[src/sv/ttwm_pkg.sv]
// ============================================================================
// ttwm_pkg
// Shared codes, reset constants and the evaluation result type of the
// thermal trip window monitor.
// ============================================================================
package ttwm_pkg;

    // Command codes
    localparam logic [2:0] CMD_SAMPLE    = 3'd0;
    localparam logic [2:0] CMD_SET_TEMP  = 3'd1;
    localparam logic [2:0] CMD_SET_HYST  = 3'd2;
    localparam logic [2:0] CMD_READ_TRIP = 3'd3;
    localparam logic [2:0] CMD_READ_ZONE = 3'd4;

    // Status codes
    localparam logic [1:0] STATUS_OK       = 2'd0;
    localparam logic [1:0] STATUS_ZONE_ERR = 2'd1;
    localparam logic [1:0] STATUS_TRIP_ERR = 2'd2;

    // Reset values
    localparam logic signed [31:0] TRIP_TEMP_RESET = 32'sd125000;
    localparam logic signed [31:0] TRIP_HYST_RESET = 32'sd1000;
    localparam logic [30:0]        THRESH_RESET    = 31'd1000;
    localparam logic signed [31:0] WIN_NONE_LOW    = -32'sd2147483647;
    localparam logic signed [31:0] WIN_NONE_HIGH   = 32'sd2147483647;

    typedef struct packed {
        logic [1:0]         status;
        logic               trigger;
        logic signed [31:0] window_low;
        logic signed [31:0] window_high;
        logic signed [31:0] trip_temp;
        logic signed [31:0] trip_hyst;
        logic               trip_we;
        logic               win_we;
    } eval_t;

endpackage

[src/sv/ttwm_if.sv]
// ============================================================================
// ttwm_if
// Request and result channels of the thermal trip window monitor.
// ============================================================================
interface ttwm_req_if;
    logic               valid;
    logic               ready;
    logic [2:0]         cmd;
    logic [1:0]         zone;
    logic [1:0]         trip_index;
    logic signed [31:0] value;

    modport source (output valid, cmd, zone, trip_index, value, input ready);
    modport sink   (input valid, cmd, zone, trip_index, value, output ready);
endinterface

interface ttwm_res_if;
    logic               valid;
    logic               ready;
    logic [1:0]         status;
    logic               trigger;
    logic signed [31:0] window_low;
    logic signed [31:0] window_high;
    logic signed [31:0] trip_temp_out;
    logic signed [31:0] trip_hyst_out;
    logic signed [31:0] zone_temp_out;
    logic [30:0]        max_temp;

    modport source (output valid, status, trigger, window_low, window_high,
                    trip_temp_out, trip_hyst_out, zone_temp_out, max_temp,
                    input ready);
    modport sink   (input valid, status, trigger, window_low, window_high,
                    trip_temp_out, trip_hyst_out, zone_temp_out, max_temp,
                    output ready);
endinterface

[src/sv/ttwm_row_mem.sv]
// ============================================================================
// ttwm_row_mem
// Row memory with registered read, per-row valid bits that stand
// in for the reset contents, and write-to-read forwarding.
// ============================================================================
module ttwm_row_mem #(
    parameter int               DEPTH     = 3,
    parameter int               WIDTH     = 64,
    parameter logic [WIDTH-1:0] RESET_ROW = '0
) (
    input  logic                                  clk,
    input  logic                                  rst_n,
    input  logic                                  rd_en,
    input  logic [((DEPTH > 1) ? $clog2(DEPTH) : 1)-1:0] rd_addr,
    input  logic                                  wr_en,
    input  logic [((DEPTH > 1) ? $clog2(DEPTH) : 1)-1:0] wr_addr,
    input  logic [WIDTH-1:0]                      wr_data,
    output logic [WIDTH-1:0]                      rd_data
);

    logic [WIDTH-1:0] mem [DEPTH];
    logic [DEPTH-1:0] row_valid_reg;
    logic [WIDTH-1:0] rd_q_reg;
    logic [WIDTH-1:0] fwd_data_reg;
    logic             rd_valid_reg;
    logic             fwd_hit_reg;

    always_ff @(posedge clk)
    begin
        if (wr_en)
        begin
            mem[wr_addr] <= wr_data;
        end
        if (rd_en)
        begin
            rd_q_reg     <= mem[rd_addr];
            fwd_data_reg <= wr_data;
        end
    end

    always_ff @(posedge clk or negedge rst_n)
    begin
        if (!rst_n)
        begin
            row_valid_reg <= '0;
            rd_valid_reg  <= 1'b0;
            fwd_hit_reg   <= 1'b0;
        end
        else
        begin
            if (wr_en)
            begin
                row_valid_reg[wr_addr] <= 1'b1;
            end
            if (rd_en)
            begin
                rd_valid_reg <= row_valid_reg[rd_addr];
                // take the row being written at the same edge
                fwd_hit_reg  <= wr_en && (wr_addr == rd_addr);
            end
        end
    end

    assign rd_data = fwd_hit_reg  ? fwd_data_reg :
                     rd_valid_reg ? rd_q_reg     : RESET_ROW;

endmodule

[src/sv/ttwm_eval.sv]
// ============================================================================
// ttwm_eval
// Command evaluation: window rebuild, trigger test and trip row update.
// ============================================================================
module ttwm_eval #(
    parameter int TRIPS_PER_ZONE = 2
) (
    input  logic [2:0]                     cmd,
    input  logic                           zone_ok,
    input  logic                           trip_ok,
    input  logic [((TRIPS_PER_ZONE > 1) ? $clog2(TRIPS_PER_ZONE) : 1)-1:0] trip_sel,
    input  logic signed [31:0]             value,
    input  logic [TRIPS_PER_ZONE*64-1:0]   trip_row,
    input  logic [63:0]                    win_row,
    input  logic signed [31:0]             zone_temp,
    input  logic [30:0]                    threshold,
    output logic [TRIPS_PER_ZONE*64-1:0]   trip_row_new,
    output logic [63:0]                    win_row_new,
    output ttwm_pkg::eval_t                ev
);

    logic signed [31:0] temps      [TRIPS_PER_ZONE];
    logic signed [31:0] hysts      [TRIPS_PER_ZONE];
    logic signed [31:0] temps_new  [TRIPS_PER_ZONE];
    logic signed [31:0] hysts_new  [TRIPS_PER_ZONE];
    logic signed [32:0] trip_floor [TRIPS_PER_ZONE];
    logic signed [32:0] low_acc;
    logic signed [31:0] high_acc;
    logic signed [32:0] sample_x;
    logic signed [32:0] diff;
    logic [32:0]        abs_diff;
    logic signed [31:0] win_low;
    logic signed [31:0] win_high;
    logic signed [31:0] low_new;
    logic signed [31:0] high_new;

    assign win_low  = win_row[31:0];
    assign win_high = win_row[63:32];
    assign sample_x = {value[31], value};

    // Window rebuild over the zone's trip points
    always_comb
    begin
        low_acc  = {ttwm_pkg::WIN_NONE_LOW[31], ttwm_pkg::WIN_NONE_LOW};
        high_acc = ttwm_pkg::WIN_NONE_HIGH;
        for (int t = 0; t < TRIPS_PER_ZONE; t++)
        begin
            temps[t]      = trip_row[t*32 +: 32];
            hysts[t]      = trip_row[(TRIPS_PER_ZONE + t)*32 +: 32];
            trip_floor[t] = {temps[t][31], temps[t]} - {hysts[t][31], hysts[t]};
            if ((trip_floor[t] < sample_x) && (trip_floor[t] > low_acc))
            begin
                low_acc = trip_floor[t];
            end
            if ((temps[t] > value) && (temps[t] < high_acc))
            begin
                high_acc = temps[t];
            end
        end
    end

    assign diff     = {zone_temp[31], zone_temp} - sample_x;
    assign abs_diff = diff[32] ? 33'(-diff) : 33'(diff);

    always_comb
    begin
        temps_new  = temps;
        hysts_new  = hysts;
        low_new    = win_low;
        high_new   = win_high;
        ev         = '0;
        ev.status  = ttwm_pkg::STATUS_OK;
        if (!zone_ok)
        begin
            ev.status = ttwm_pkg::STATUS_ZONE_ERR;
        end
        else
        begin
            unique case (cmd) inside
                ttwm_pkg::CMD_SAMPLE:
                begin
                    ev.win_we  = 1'b1;
                    low_new    = low_acc[31:0];
                    high_new   = high_acc;
                    ev.trigger = (value >= win_high) || (value <= win_low) ||
                                 (abs_diff >= {2'b00, threshold});
                end
                ttwm_pkg::CMD_SET_TEMP, ttwm_pkg::CMD_SET_HYST, ttwm_pkg::CMD_READ_TRIP:
                begin
                    if (!trip_ok)
                    begin
                        ev.status = ttwm_pkg::STATUS_TRIP_ERR;
                    end
                    else if (cmd == ttwm_pkg::CMD_SET_TEMP)
                    begin
                        temps_new[trip_sel] = value;
                        ev.trip_we          = 1'b1;
                    end
                    else if (cmd == ttwm_pkg::CMD_SET_HYST)
                    begin
                        hysts_new[trip_sel] = value;
                        ev.trip_we          = 1'b1;
                    end
                end
                default:
                begin
                end
            endcase
            ev.window_low  = low_new;
            ev.window_high = high_new;
            if (trip_ok)
            begin
                ev.trip_temp = temps_new[trip_sel];
                ev.trip_hyst = hysts_new[trip_sel];
            end
        end
    end

    always_comb
    begin
        for (int t = 0; t < TRIPS_PER_ZONE; t++)
        begin
            trip_row_new[t*32 +: 32]                    = temps_new[t];
            trip_row_new[(TRIPS_PER_ZONE + t)*32 +: 32] = hysts_new[t];
        end
    end

    assign win_row_new = {high_new, low_new};

endmodule

[src/sv/thermal_trip_window_monitor_top.sv]
// ============================================================================
// thermal_trip_window_monitor_top
// Per-zone trip window tracking with hysteresis and change trigger.
// ============================================================================
// Usage:
//   request carries one command per request (sample, set trip temperature,
//   set trip hysteresis, read trip, read zone). result returns exactly one
//   item per request, in order, with status, trigger, the zone's window,
//   the addressed trip point, the zone temperature and the zone maximum.
//   cfg_we/cfg_wdata write the change threshold; write it only while idle.
// Pipeline and throughput:
//   A request is taken at an edge with valid and ready high; the trip and
//   window memories are read at that edge, the output register loads when
//   evaluation fires. One request per cycle is sustained while result is
//   taken; the memories are written as the request leaves evaluation, and a
//   request that reads the row written at its own accept edge is forwarded.
// Reset:
//   Valid bits make all trip rows read as 125000/1000 and all windows as the
//   open sentinels at once; zone temperatures clear to zero, threshold 1000.
//   There is no clearing pass.
// Stall:
//   When result is not taken, the output register holds, the evaluation
//   stage holds its request, and request.ready drops until space opens.
// ============================================================================
module thermal_trip_window_monitor_top #(
    parameter int NUM_ZONES      = 3,
    parameter int TRIPS_PER_ZONE = 2
) (
    input  logic        clk,
    input  logic        rst_n,
    input  logic        cfg_we,
    input  logic [30:0] cfg_wdata,
    ttwm_req_if.sink    request,
    ttwm_res_if.source  result
);

    localparam int ZW      = (NUM_ZONES > 1) ? $clog2(NUM_ZONES) : 1;
    localparam int ZXW     = ((ZW > 2) ? ZW : 2) + 1;
    localparam int TW      = (TRIPS_PER_ZONE > 1) ? $clog2(TRIPS_PER_ZONE) : 1;
    localparam int TXW     = ((TW > 2) ? TW : 2) + 1;
    localparam int TRIP_RW = TRIPS_PER_ZONE * 64;

    localparam logic [TRIP_RW-1:0] TRIP_RESET_ROW =
        {{TRIPS_PER_ZONE{ttwm_pkg::TRIP_HYST_RESET}},
         {TRIPS_PER_ZONE{ttwm_pkg::TRIP_TEMP_RESET}}};
    localparam logic [63:0] WIN_RESET_ROW =
        {ttwm_pkg::WIN_NONE_HIGH, ttwm_pkg::WIN_NONE_LOW};

    // Accept-side decode
    logic [ZXW-1:0] zone_ext;
    logic [TXW-1:0] trip_ext;
    logic           zone_ok;
    logic           trip_ok;
    logic           accept;

    // Evaluation stage
    logic               s1_valid_reg;
    logic [2:0]         s1_cmd_reg;
    logic [ZW-1:0]      s1_zone_reg;
    logic               s1_zone_ok_reg;
    logic [TW-1:0]      s1_trip_sel_reg;
    logic               s1_trip_ok_reg;
    logic signed [31:0] s1_value_reg;
    logic               s1_fire;

    logic [30:0]        thresh_reg;
    logic signed [31:0] zone_temp_reg  [NUM_ZONES];
    logic signed [31:0] zone_temp_next [NUM_ZONES];
    logic signed [31:0] zone_temp_cur;
    logic               zone_we;
    logic signed [31:0] max_acc;

    logic [TRIP_RW-1:0] trip_row;
    logic [TRIP_RW-1:0] trip_row_new;
    logic [63:0]        win_row;
    logic [63:0]        win_row_new;
    ttwm_pkg::eval_t    ev;

    // Output register
    logic               out_valid_reg;
    logic               out_valid_next;
    logic [1:0]         out_status_reg;
    logic               out_trigger_reg;
    logic signed [31:0] out_low_reg;
    logic signed [31:0] out_high_reg;
    logic signed [31:0] out_trip_temp_reg;
    logic signed [31:0] out_trip_hyst_reg;
    logic signed [31:0] out_zone_temp_reg;
    logic [30:0]        out_max_reg;

    assign zone_ext = ZXW'(request.zone);
    assign trip_ext = TXW'(request.trip_index);
    assign zone_ok  = zone_ext < ZXW'(NUM_ZONES);
    assign trip_ok  = trip_ext < TXW'(TRIPS_PER_ZONE);

    // Advance the evaluation stage when the output register is free or drains
    assign s1_fire       = s1_valid_reg && (!out_valid_reg || result.ready);
    assign request.ready = !s1_valid_reg || s1_fire;
    assign accept        = request.valid && request.ready;

    always_ff @(posedge clk or negedge rst_n)
    begin
        if (!rst_n)
        begin
            s1_valid_reg <= 1'b0;
        end
        else if (accept)
        begin
            s1_valid_reg <= 1'b1;
        end
        else if (s1_fire)
        begin
            s1_valid_reg <= 1'b0;
        end
    end

    always_ff @(posedge clk)
    begin
        if (accept)
        begin
            s1_cmd_reg      <= request.cmd;
            s1_zone_reg     <= zone_ext[ZW-1:0];
            s1_zone_ok_reg  <= zone_ok;
            s1_trip_sel_reg <= trip_ext[TW-1:0];
            s1_trip_ok_reg  <= trip_ok;
            s1_value_reg    <= request.value;
        end
    end

    always_ff @(posedge clk or negedge rst_n)
    begin
        if (!rst_n)
        begin
            thresh_reg <= ttwm_pkg::THRESH_RESET;
        end
        else if (cfg_we)
        begin
            thresh_reg <= cfg_wdata;
        end
    end

    // Trip table: one row per zone, all trip points of the zone side by side
    ttwm_row_mem #(
        .DEPTH     (NUM_ZONES),
        .WIDTH     (TRIP_RW),
        .RESET_ROW (TRIP_RESET_ROW)
    ) u_trip_mem (
        .clk     (clk),
        .rst_n   (rst_n),
        .rd_en   (accept && zone_ok),
        .rd_addr (zone_ext[ZW-1:0]),
        .wr_en   (s1_fire && ev.trip_we),
        .wr_addr (s1_zone_reg),
        .wr_data (trip_row_new),
        .rd_data (trip_row)
    );

    // Window table: {high, low} per zone
    ttwm_row_mem #(
        .DEPTH     (NUM_ZONES),
        .WIDTH     (64),
        .RESET_ROW (WIN_RESET_ROW)
    ) u_win_mem (
        .clk     (clk),
        .rst_n   (rst_n),
        .rd_en   (accept && zone_ok),
        .rd_addr (zone_ext[ZW-1:0]),
        .wr_en   (s1_fire && ev.win_we),
        .wr_addr (s1_zone_reg),
        .wr_data (win_row_new),
        .rd_data (win_row)
    );

    assign zone_temp_cur = zone_temp_reg[s1_zone_reg];

    ttwm_eval #(
        .TRIPS_PER_ZONE (TRIPS_PER_ZONE)
    ) u_eval (
        .cmd          (s1_cmd_reg),
        .zone_ok      (s1_zone_ok_reg),
        .trip_ok      (s1_trip_ok_reg),
        .trip_sel     (s1_trip_sel_reg),
        .value        (s1_value_reg),
        .trip_row     (trip_row),
        .win_row      (win_row),
        .zone_temp    (zone_temp_cur),
        .threshold    (thresh_reg),
        .trip_row_new (trip_row_new),
        .win_row_new  (win_row_new),
        .ev           (ev)
    );

    // Zone temperatures stay in flops so the maximum sees all of them
    assign zone_we = s1_fire && s1_zone_ok_reg && (s1_cmd_reg == ttwm_pkg::CMD_SAMPLE);

    always_comb
    begin
        zone_temp_next = zone_temp_reg;
        if (zone_we)
        begin
            zone_temp_next[s1_zone_reg] = s1_value_reg;
        end
    end

    always_ff @(posedge clk or negedge rst_n)
    begin
        if (!rst_n)
        begin
            for (int z = 0; z < NUM_ZONES; z++)
            begin
                zone_temp_reg[z] <= '0;
            end
        end
        else
        begin
            zone_temp_reg <= zone_temp_next;
        end
    end

    // Maximum over the updated zone temperatures, floored at zero
    always_comb
    begin
        max_acc = '0;
        for (int z = 0; z < NUM_ZONES; z++)
        begin
            if (zone_temp_next[z] > max_acc)
            begin
                max_acc = zone_temp_next[z];
            end
        end
    end

    always_comb
    begin
        out_valid_next = out_valid_reg;
        if (s1_fire)
        begin
            out_valid_next = 1'b1;
        end
        else if (result.ready)
        begin
            out_valid_next = 1'b0;
        end
    end

    always_ff @(posedge clk or negedge rst_n)
    begin
        if (!rst_n)
        begin
            out_valid_reg <= 1'b0;
        end
        else
        begin
            out_valid_reg <= out_valid_next;
        end
    end

    always_ff @(posedge clk)
    begin
        if (s1_fire)
        begin
            out_status_reg    <= ev.status;
            out_trigger_reg   <= ev.trigger;
            out_low_reg       <= ev.window_low;
            out_high_reg      <= ev.window_high;
            out_trip_temp_reg <= ev.trip_temp;
            out_trip_hyst_reg <= ev.trip_hyst;
            out_zone_temp_reg <= s1_zone_ok_reg ? zone_temp_next[s1_zone_reg] : '0;
            out_max_reg       <= max_acc[30:0];
        end
    end

    assign result.valid         = out_valid_reg;
    assign result.status        = out_status_reg;
    assign result.trigger       = out_trigger_reg;
    assign result.window_low    = out_low_reg;
    assign result.window_high   = out_high_reg;
    assign result.trip_temp_out = out_trip_temp_reg;
    assign result.trip_hyst_out = out_trip_hyst_reg;
    assign result.zone_temp_out = out_zone_temp_reg;
    assign result.max_temp      = out_max_reg;

    // A request leaving evaluation always lands in the output register
    a_fire_to_out: assert property (@(posedge clk) disable iff (!rst_n)
        s1_fire |=> out_valid_reg)
        else $error("evaluated request did not reach the output register");

    // An empty evaluation stage never back-pressures the request channel
    a_ready_when_empty: assert property (@(posedge clk) disable iff (!rst_n)
        !s1_valid_reg |-> request.ready)
        else $error("request stalled with empty evaluation stage");

    // Table writes only come from requests with a valid zone
    a_write_zone_ok: assert property (@(posedge clk) disable iff (!rst_n)
        (ev.trip_we || ev.win_we) |-> s1_zone_ok_reg)
        else $error("table write for out-of-range zone");

    // Rejected requests never raise the trigger
    a_no_trig_on_err: assert property (@(posedge clk) disable iff (!rst_n)
        (out_valid_reg && (out_status_reg != ttwm_pkg::STATUS_OK)) |-> !out_trigger_reg)
        else $error("trigger set on rejected request");

endmodule
[src/flat_wrapper.sv]
// flat-port wrapper written by rule: the top's interface ports become plain ports
module thermal_trip_window_monitor_top_flat 
#(
    parameter int NUM_ZONES      = 3,
    parameter int TRIPS_PER_ZONE = 2
)
  (clk, rst_n, cfg_we, cfg_wdata, request_valid, request_cmd, request_zone, request_trip_index, request_value, request_ready, result_valid, result_status, result_trigger, result_window_low, result_window_high, result_trip_temp_out, result_trip_hyst_out, result_zone_temp_out, result_max_temp, result_ready);
  ttwm_req_if request_i ();
  ttwm_res_if result_i ();
  input  logic clk;
  input  logic rst_n;
  input  logic cfg_we;
  input  logic [30:0] cfg_wdata;
  input wire logic [$bits(request_i.valid)-1:0] request_valid;
  input wire logic [$bits(request_i.cmd)-1:0] request_cmd;
  input wire logic [$bits(request_i.zone)-1:0] request_zone;
  input wire logic [$bits(request_i.trip_index)-1:0] request_trip_index;
  input wire logic [$bits(request_i.value)-1:0] request_value;
  output wire logic [$bits(request_i.ready)-1:0] request_ready;
  output wire logic [$bits(result_i.valid)-1:0] result_valid;
  output wire logic [$bits(result_i.status)-1:0] result_status;
  output wire logic [$bits(result_i.trigger)-1:0] result_trigger;
  output wire logic [$bits(result_i.window_low)-1:0] result_window_low;
  output wire logic [$bits(result_i.window_high)-1:0] result_window_high;
  output wire logic [$bits(result_i.trip_temp_out)-1:0] result_trip_temp_out;
  output wire logic [$bits(result_i.trip_hyst_out)-1:0] result_trip_hyst_out;
  output wire logic [$bits(result_i.zone_temp_out)-1:0] result_zone_temp_out;
  output wire logic [$bits(result_i.max_temp)-1:0] result_max_temp;
  input wire logic [$bits(result_i.ready)-1:0] result_ready;
  assign request_i.valid = request_valid;
  assign request_i.cmd = request_cmd;
  assign request_i.zone = request_zone;
  assign request_i.trip_index = request_trip_index;
  assign request_i.value = request_value;
  assign request_ready = request_i.ready;
  assign result_valid = result_i.valid;
  assign result_status = result_i.status;
  assign result_trigger = result_i.trigger;
  assign result_window_low = result_i.window_low;
  assign result_window_high = result_i.window_high;
  assign result_trip_temp_out = result_i.trip_temp_out;
  assign result_trip_hyst_out = result_i.trip_hyst_out;
  assign result_zone_temp_out = result_i.zone_temp_out;
  assign result_max_temp = result_i.max_temp;
  assign result_i.ready = result_ready;
  thermal_trip_window_monitor_top #(.NUM_ZONES(NUM_ZONES), .TRIPS_PER_ZONE(TRIPS_PER_ZONE)) u_core (.clk(clk), .rst_n(rst_n), .cfg_we(cfg_we), .cfg_wdata(cfg_wdata), .request(request_i), .result(result_i));
endmodule
[config.mk]
export PLATFORM = sky130hd
export DESIGN_NAME = thermal_trip_window_monitor_top_flat
export DESIGN_NICKNAME = d
export VERILOG_FILES = /design/src/sv/ttwm_pkg.sv /design/src/sv/ttwm_if.sv /design/src/sv/ttwm_row_mem.sv /design/src/sv/ttwm_eval.sv /design/src/sv/thermal_trip_window_monitor_top.sv /design/src/flat_wrapper.sv
export SDC_FILE = /design/constraint.sdc
export NUM_CORES = 2
export LEC_CHECK = 0
export ABC_AREA = 1
export BUFFER_PORTS_ARGS = -buffer_cell sky130_fd_sc_hd__buf_4
export CORE_MARGIN = 3
export CORE_UTILIZATION = 65
export DETAILED_ROUTE_END_ITERATION = 16
export MAX_ROUTING_LAYER = met4
export PLACE_DENSITY_LB_ADDON = 0.2
export SLEW_MARGIN = 20
export SYNTH_ARGS = -nofsm -noshare
export SYNTH_HDL_FRONTEND = slang
export SYNTH_HIERARCHICAL = 1
export SYNTH_SLANG_ARGS = --single-unit
[constraint.sdc]
create_clock -name clk -period 61.5 [get_ports clk]
set_input_delay 6.15 -clock clk [delete_from_list [all_inputs] [get_ports clk]]
set_output_delay 6.15 -clock clk [all_outputs]
set_load 0.03 [all_outputs]
# Word-level counts from Yosys, hierarchy flattened
# Memory sizes are Yosys's and may differ from the RTL's. A register that Yosys moved wholly into a read port is not among the register bits.
# Index checks and enable logic that the tools add are counted.
[totals] word_cells=162 inputBits=75 ramBits=576 output_inout_bits=196 memories=2 regBits=565
[memory_table] memory="u_core.u_trip_mem.mem" depth=3 word_bits=128 read_ports=1 rd_ports_with_merged_regs=1 wr=1 line_no="ttwm_row_mem.sv:21" text="logic [WIDTH-1:0] mem [DEPTH];"
[memory_table] memory="u_core.u_win_mem.mem" depth=3 word_bits=64 read_ports=1 rd_ports_with_merged_regs=1 wr=1 line_no="ttwm_row_mem.sv:21"
[op_classes] n_mux=67 n_eq_ne=4 order_cmp=23 bitwise_logic=4 add_sub_neg=4 reduce_logical=29
[ops] cell="64-bit 2-to-1 mux" n=11
[ops] cell="32-bit 2-to-1 mux" n=21
[ops] cell="128-bit 2-to-1 mux" n=2
[ops] cell="32-bit binary-select mux with 2-bit select" n=2
[ops] cell="64-bit bitwise mux" n=2
[ops] cell="32-bit > comparator" n=4
[ops] cell="32-bit by 32-bit subtractor with 33-bit output" n=3
[ops] cell="96-bit bitwise mux" n=1
[ops] cell="96-bit 2-to-1 mux" n=1
[ops] cell="33-bit by 32-bit < comparator with 1-bit output" n=2
[ops] cell="33-bit 2-to-1 mux" n=2
[ops] cell="32-bit demux with 2-bit select" n=1
[ops] cell="33-bit by 31-bit greater-or-equal comparator with 1-bit output" n=1
[ops] cell="33-bit by 32-bit > comparator with 1-bit output, second input constant" n=1
[ops] cell="33-bit > comparator" n=1
[ops] cell="33-bit negation" n=1
[ops] cell="32-bit demux with 1-bit select" n=1
[ops] cell="32-bit greater-or-equal comparator" n=1
[ops] cell="32-bit by 1-bit > comparator with 1-bit output, second input constant" n=1
[ops] cell="32-bit <= comparator" n=1
[ops] cell="32-bit < comparator" n=1
[ops] cell="32-bit < comparator, second input constant" n=1
[ops] cell="31-bit 2-to-1 mux" n=1
[ops] cell="1-bit 2-to-1 mux" n=17
[ops] cell="23 further kinds" n=51

# Logic depth before layout (Yosys ltp)
[logic_depth] depth_word=13 ltp_mapped=55 ltp_nobuf=51

# Hierarchy
# Netlist, hierarchy kept.
[by_module_without_submodules] module="ttwm_row_mem at u_core.u_trip_mem" seq_area_each_um2=19343.6 n_inst=1 cells_each=1402 area_per_inst_um2=23308.6
[by_module_without_submodules] module="ttwm_eval" seq_area_each_um2=0.0 n_inst=1 cells_each=3441 area_per_inst_um2=19150.9
[by_module_without_submodules] module="thermal_trip_window_monitor_top" seq_area_each_um2=10262.3 n_inst=1 cells_each=1679 area_per_inst_um2=17121.4
[by_module_without_submodules] module="ttwm_row_mem at u_core.u_win_mem" seq_area_each_um2=9734.3 n_inst=1 cells_each=718 area_per_inst_um2=11782.6

# Least setup slack after synthesis
# No wires, ideal clock.
[synth_timing] path_kind="input -> register" startpoint="input port result_ready" endpoint="register u_core.u_trip_mem.fwd_data_reg[0], enable pin" cell_stages=4 path_buffers=0 arrival_time_ns=25.277 slack_ns=34.953 required_time_ns=60.230 setup_time_ns=1.270 path_cell_list="inv_2 -> nand3_1 -> nand2_1 -> a21oi_1"
[synth_between] elab_chain_cells=5
[synth_lines] element="start: declaration" line_no="flat_wrapper.sv:29" text="input wire logic [$bits(result_i.ready)-1:0] result_ready;"
[synth_lines] element="1-bit logical OR" line_no="thermal_trip_window_monitor_top.sv:97" text="assign s1_fire = s1_valid_reg && (!out_valid_reg || result.ready);"
[synth_lines] element="1-bit logical AND" line_no="thermal_trip_window_monitor_top.sv:97"
[synth_lines] element="1-bit logical OR" line_no="thermal_trip_window_monitor_top.sv:98" text="assign request.ready = !s1_valid_reg || s1_fire;"
[synth_lines] element="via request_ready" line_no="flat_wrapper.sv:19" text="output wire logic [$bits(request_i.ready)-1:0] request_ready;"
[synth_lines] element="1-bit logical AND" line_no="thermal_trip_window_monitor_top.sv:99" text="assign accept = request.valid && request.ready;"
[synth_lines] element="1-bit logical AND" line_no="thermal_trip_window_monitor_top.sv:150" text=".rd_en (accept && zone_ok),"
[synth_lines] element="end signal: assignment" line_no="ttwm_row_mem.sv:37" text="fwd_data_reg <= wr_data;"
[synth_lines] element="end: declaration" line_no="ttwm_row_mem.sv:24" text="logic [WIDTH-1:0] fwd_data_reg;"
# The timed path passes the listed nets, and every way through them passes these cells.
# A chain may end at the register's enable or synchronous reset.

# Worst setup path after layout
[layout_timing] startpoint="input port result_ready" endpoint="register u_core.out_max_reg[3] (netlist: u_core/result.max_temp[3]), data pin"
[layout_between] elab_chain_cells=11
[layout_lines] element="1-bit logical OR *" line_no="thermal_trip_window_monitor_top.sv:97"
[layout_lines] element="1-bit logical AND *" line_no="thermal_trip_window_monitor_top.sv:97"
[layout_lines] element="1-bit logical AND * (2 in series)" line_no="thermal_trip_window_monitor_top.sv:194" text="assign zone_we = s1_fire && s1_zone_ok_reg && (s1_cmd_reg == ttwm_pkg::CMD_SAMPLE);"
[layout_lines] element="96-bit 2-to-1 mux *" line_no="thermal_trip_window_monitor_top.sv:199" text="if (zone_we)"
[layout_lines] element="32-bit by 1-bit > comparator with 1-bit output" line_no="thermal_trip_window_monitor_top.sv:226" text="if (zone_temp_next[z] > max_acc)"
[layout_lines] element="32-bit 2-to-1 mux" line_no="thermal_trip_window_monitor_top.sv:226"
[layout_lines] element="32-bit > comparator" line_no="thermal_trip_window_monitor_top.sv:226"
[layout_lines] element="32-bit 2-to-1 mux" line_no="thermal_trip_window_monitor_top.sv:226"
[layout_lines] element="32-bit > comparator" line_no="thermal_trip_window_monitor_top.sv:226"
[layout_lines] element="31-bit 2-to-1 mux *" line_no="thermal_trip_window_monitor_top.sv:226"
[layout_lines] element="via u_core.max_acc[3]" line_no="thermal_trip_window_monitor_top.sv:71" text="logic signed [31:0] max_acc;"
[layout_lines] element="end signal: assignment" line_no="thermal_trip_window_monitor_top.sv:269" text="out_max_reg <= max_acc[30:0];"
[layout_lines] element="end: declaration" line_no="thermal_trip_window_monitor_top.sv:89" text="logic [30:0] out_max_reg;"
# The timed path passes the listed nets; every way through them passes the cells marked *.

==> impl_metrics.py <==
metrics = {
    "run_status": {
        "outcome": "completed",
    },
    "synth": {
        "yosys_most_used_dff": "edfxtp_1",
        "synth_cells": 7240,
        "yosysWarnings": 6,
        "avgSynthCellArea_um2": 9.86,
        "synth_top_area_share_pct": 50.2,
        "synth_area_mm2": 0.0714,
        "synth_cell_types": 71,
        "synth_nets": 7766,
        "async_flop_share_pct": 10.4,
        "ys_seq_area_share_pct": 55.1,
        "synth_area_leaders": "edfxtp_1 (50%), nand2_1 (8.2%), ha_1 (7.9%)",
        "synth-edff-count": 1194,
        "ys_ff_latch": 1333,
        "yosysTopAreaCell": "edfxtp_1",
    },
    "grt": {
        "antenna_found_initial": 18,
        "grt_overflow_total": 0,
        "grt_pass1_vias": 54700,
        "grt_max_degree": 172,
        "grt_use_total_pct": 44.4,
        "grt_first_pass_wirelength_mm": 357,
    },
    "clock_network": {
        "cts_root_buf": "clkbuf_16",
        "ctsResizeCount": 0,
        "cts.sinks": 1333,
        "clk_latency_ns": 0.79,
        "cts_tree": "done",
        "clockBufferDepth": 3,
        "cts_setup_buffers": 0,
        "clk_pin_slew_ns": 0.07,
        "h-tree-depth": 4,
        "cts_buffers": 137,
        "hold_buffers": 0,
    },
    "floorplanning": {
        "die-area_mm2": 0.114,
        "die_h_um": 337,
        "io_pins": 271,
        "core_region_area_mm2": 0.108,
        "die_x_um": 337,
        "start_util_pct": 66.1,
        "rows": 120,
    },
    "layout": {
        "design_area_mm2": 0.0791,
        "layout_commonest_cell": "nand2_1",
        "final_cell_mix": "nand2_1 (1546), edfxtp_1 (1194), inv_1 (720)",
        "area_growth_syn_to_layout_pct": 10.8,
        "top_regs": "u_core/u_trip_mem/mem (384), u_core/u_win_mem/mem (192)",
        "nets": 7950,
        "largest_reg_flops": 384,
        "postLayoutCoreUtil_pct": 73.2,
        "layout-drive-gt1-share_pct": 10.1,
        "layout.cells.non_filler": 8950,
        "regMostFlops": "u_core/u_trip_mem/mem",
    },
    "routing": {
        "dr.pass1.iters": 10,
        "routed_wl_mm": 248,
        "drtIter0Drc": 9600,
        "post_drt_wl_per_cell_um": 27.8,
        "antenna_left": 0,
        "avgViaCountPerCell": 6.56,
        "vias": 58700,
        "drc": 0,
    },
    "place": {
        "port_buffers": 270,
        "placed_cells": 8687,
        "dp_hpwl_mm": 167,
        "place_area_mm2": 0.0745,
        "gp_congestion": 1.02,
    },
    "pwr": {
        "power.density_mw_per_mm2": 41.0,
        "cellLeakagePower_nw": 33.3,
        "peakVddDrop_mv": 0.0450,
    },
    "setup_path": {
        "cp_slowest_cell": "nor2_4",
        "crit_path_max_incr_delay_ns": 0.72,
        "cp.depth": 36,
        "critical_path_buf_inv_count": 4,
        "crit_top_cell": "nand2_1",
        "arrival_ns": 13.95,
        "cp-end-kind": "flop",
        "cp_top_family": "simple AND/OR/NAND/NOR gates",
        "cp-start-kind": "input pin",
        "required_ns": 62.12,
        "ff2ff_path_depth": 44,
        "crit_fanout": 34,
        "crit_type": "in -> reg",
    },
    "sta": {
        "fin_crit_sh_pct": 21.7,
        "drv_slew": 0,
        "finalClockSkew_ns": 0.0521,
        "setup_violations": 0,
        "hold_viol_final": 0,
        "fmax_ghz": 0.0751,
        "period_minus_slack_ns": 13.32,
        "rsz0062_at_grt": "no",
        "finalSetupTns_ns": 0,
        "worst_slew_pin_slew_ns": 1.17,
        "max_slew_margin_pct": 21.0,
    },
    "min_path": {
        "hold_depth": 1,
        "hold_path.class": "reg -> reg",
    },
    "run": {
        "cap_violations": 0,
    },
}
==> area by class of cell <==
class,instances,area [um2]
clock inverters,80,913
clock buffers,162,3550
diodes,20,50.0
multi-input cells,4839,27800
inverters,742,2800
fillers,7513,28900
well taps,1403,1760
flip-flops and latches,1333,39300
repair buffers,371,2870
==> logic make-up (layout without fill, tap and decap cells) <==
family | Yosys count | count (layout) | share of synthesized area [%]
and+or+nand+nor | 2595 | 2595 | 15.3
AOI/OAI and AO/OA | 1640 | 1640 | 13.5
DFF | 1333 | 1333 | 55.1
buffers and inverters | 1068 | 1355 | 6.10
adders and majority gates | 451 | 451 | 7.94
xor gates and xnor gates | 121 | 121 | 1.51
muxes | 31 | 31 | 0.489
other | 1 | 21 | 0.00525
==> final timing paths <==
| path | from | endpoint | slack [ns] |
|---|---|---|---|
| max | result_ready | u_core/result.max_temp[3] | 48.18 |
| min | u_core/u_win_mem/row_valid_reg[2] | u_core/u_win_mem/row_valid_reg[2] | 0.47 |
| max reg2reg | u_core/u_trip_mem/fwd_hit_reg | u_core/u_win_mem/fwd_data_reg[31] | 48.91 |
| min reg2reg | u_core/u_win_mem/row_valid_reg[2] | u_core/u_win_mem/row_valid_reg[2] | 0.47 |
| max in group asynchronous | rst_n | u_core/zone_temp_reg[30] | 54.47 |
| min in group asynchronous | rst_n | u_core/thresh_reg[12] | 5.44 |
==> stage by stage <==
| step | hold slack, ns | setup slack [ns] | power, mW |
|---|---|---|---|
| after CTS | 0.467 | 48.33 | 3.20 |
| after global routing | 0.490 | 47.59 | 3.39 |
| after detailed placement | 0.445 | 47.58 | 2.37 |
| after floorplan | 0.427 | 34.95 | 2.03 |
| after global placement | 0.444 | 47.17 | 2.34 |
| final | 0.467 | 48.18 | 3.24 |
==> synthesized netlist by cell type (17+ instances only) <==
master and instances:
a22o_1 133, nand3_2 24, nand4_1 135, a211oi_1 82, nand3_1 111, buf_4 17, buf_2 91, o22a_1 59
a22oi_1 32, edfxtp_1 1194, dfrtp_1 133, a21oi_1 693, mux2_2 31, o221ai_1 25, o21ai_1 55, ha_1 448
clkbuf_1 182, o21ai_0 439, inv_2 18, inv_1 723, nor3_1 50, nand2_1 1552, nor2_1 618, xnor2_1 35
buf_1 17, nand2_2 33, xor2_1 84
==> layer usage <==
metal  track usage (%)  vias up  share of wire [%]  wire length [um]
li1                  -    25600                  -                 -
met4              29.0        0                7.9             19500
met1              56.8    27600                 36             89200
met3              10.3      966                 13             32100
met2              63.9     4595                 43            108000
met5                 -        -                  0                 0
==> worst register-to-register path, delay by kind of cell, from the launching register on <==
kind                       cells  cell delay [ns]
DFF                            1             0.72
adders and majority gates      3             1.01
and+or+nand+nor               20             4.32
buffers and inverters          7             2.81
xor gates and xnor gates       3             0.63
AOI/OAI and AO/OA             11             2.81
==> power breakdown <==
part	switching [mW]	total [mW]	internal (mW)
combinational	0.879	1.26	0.384
clock	0.358	0.837	0.480
sequential	0.0346	1.14	1.10
total	1.27	3.24	1.97
(Power assumes the default switching activity.)
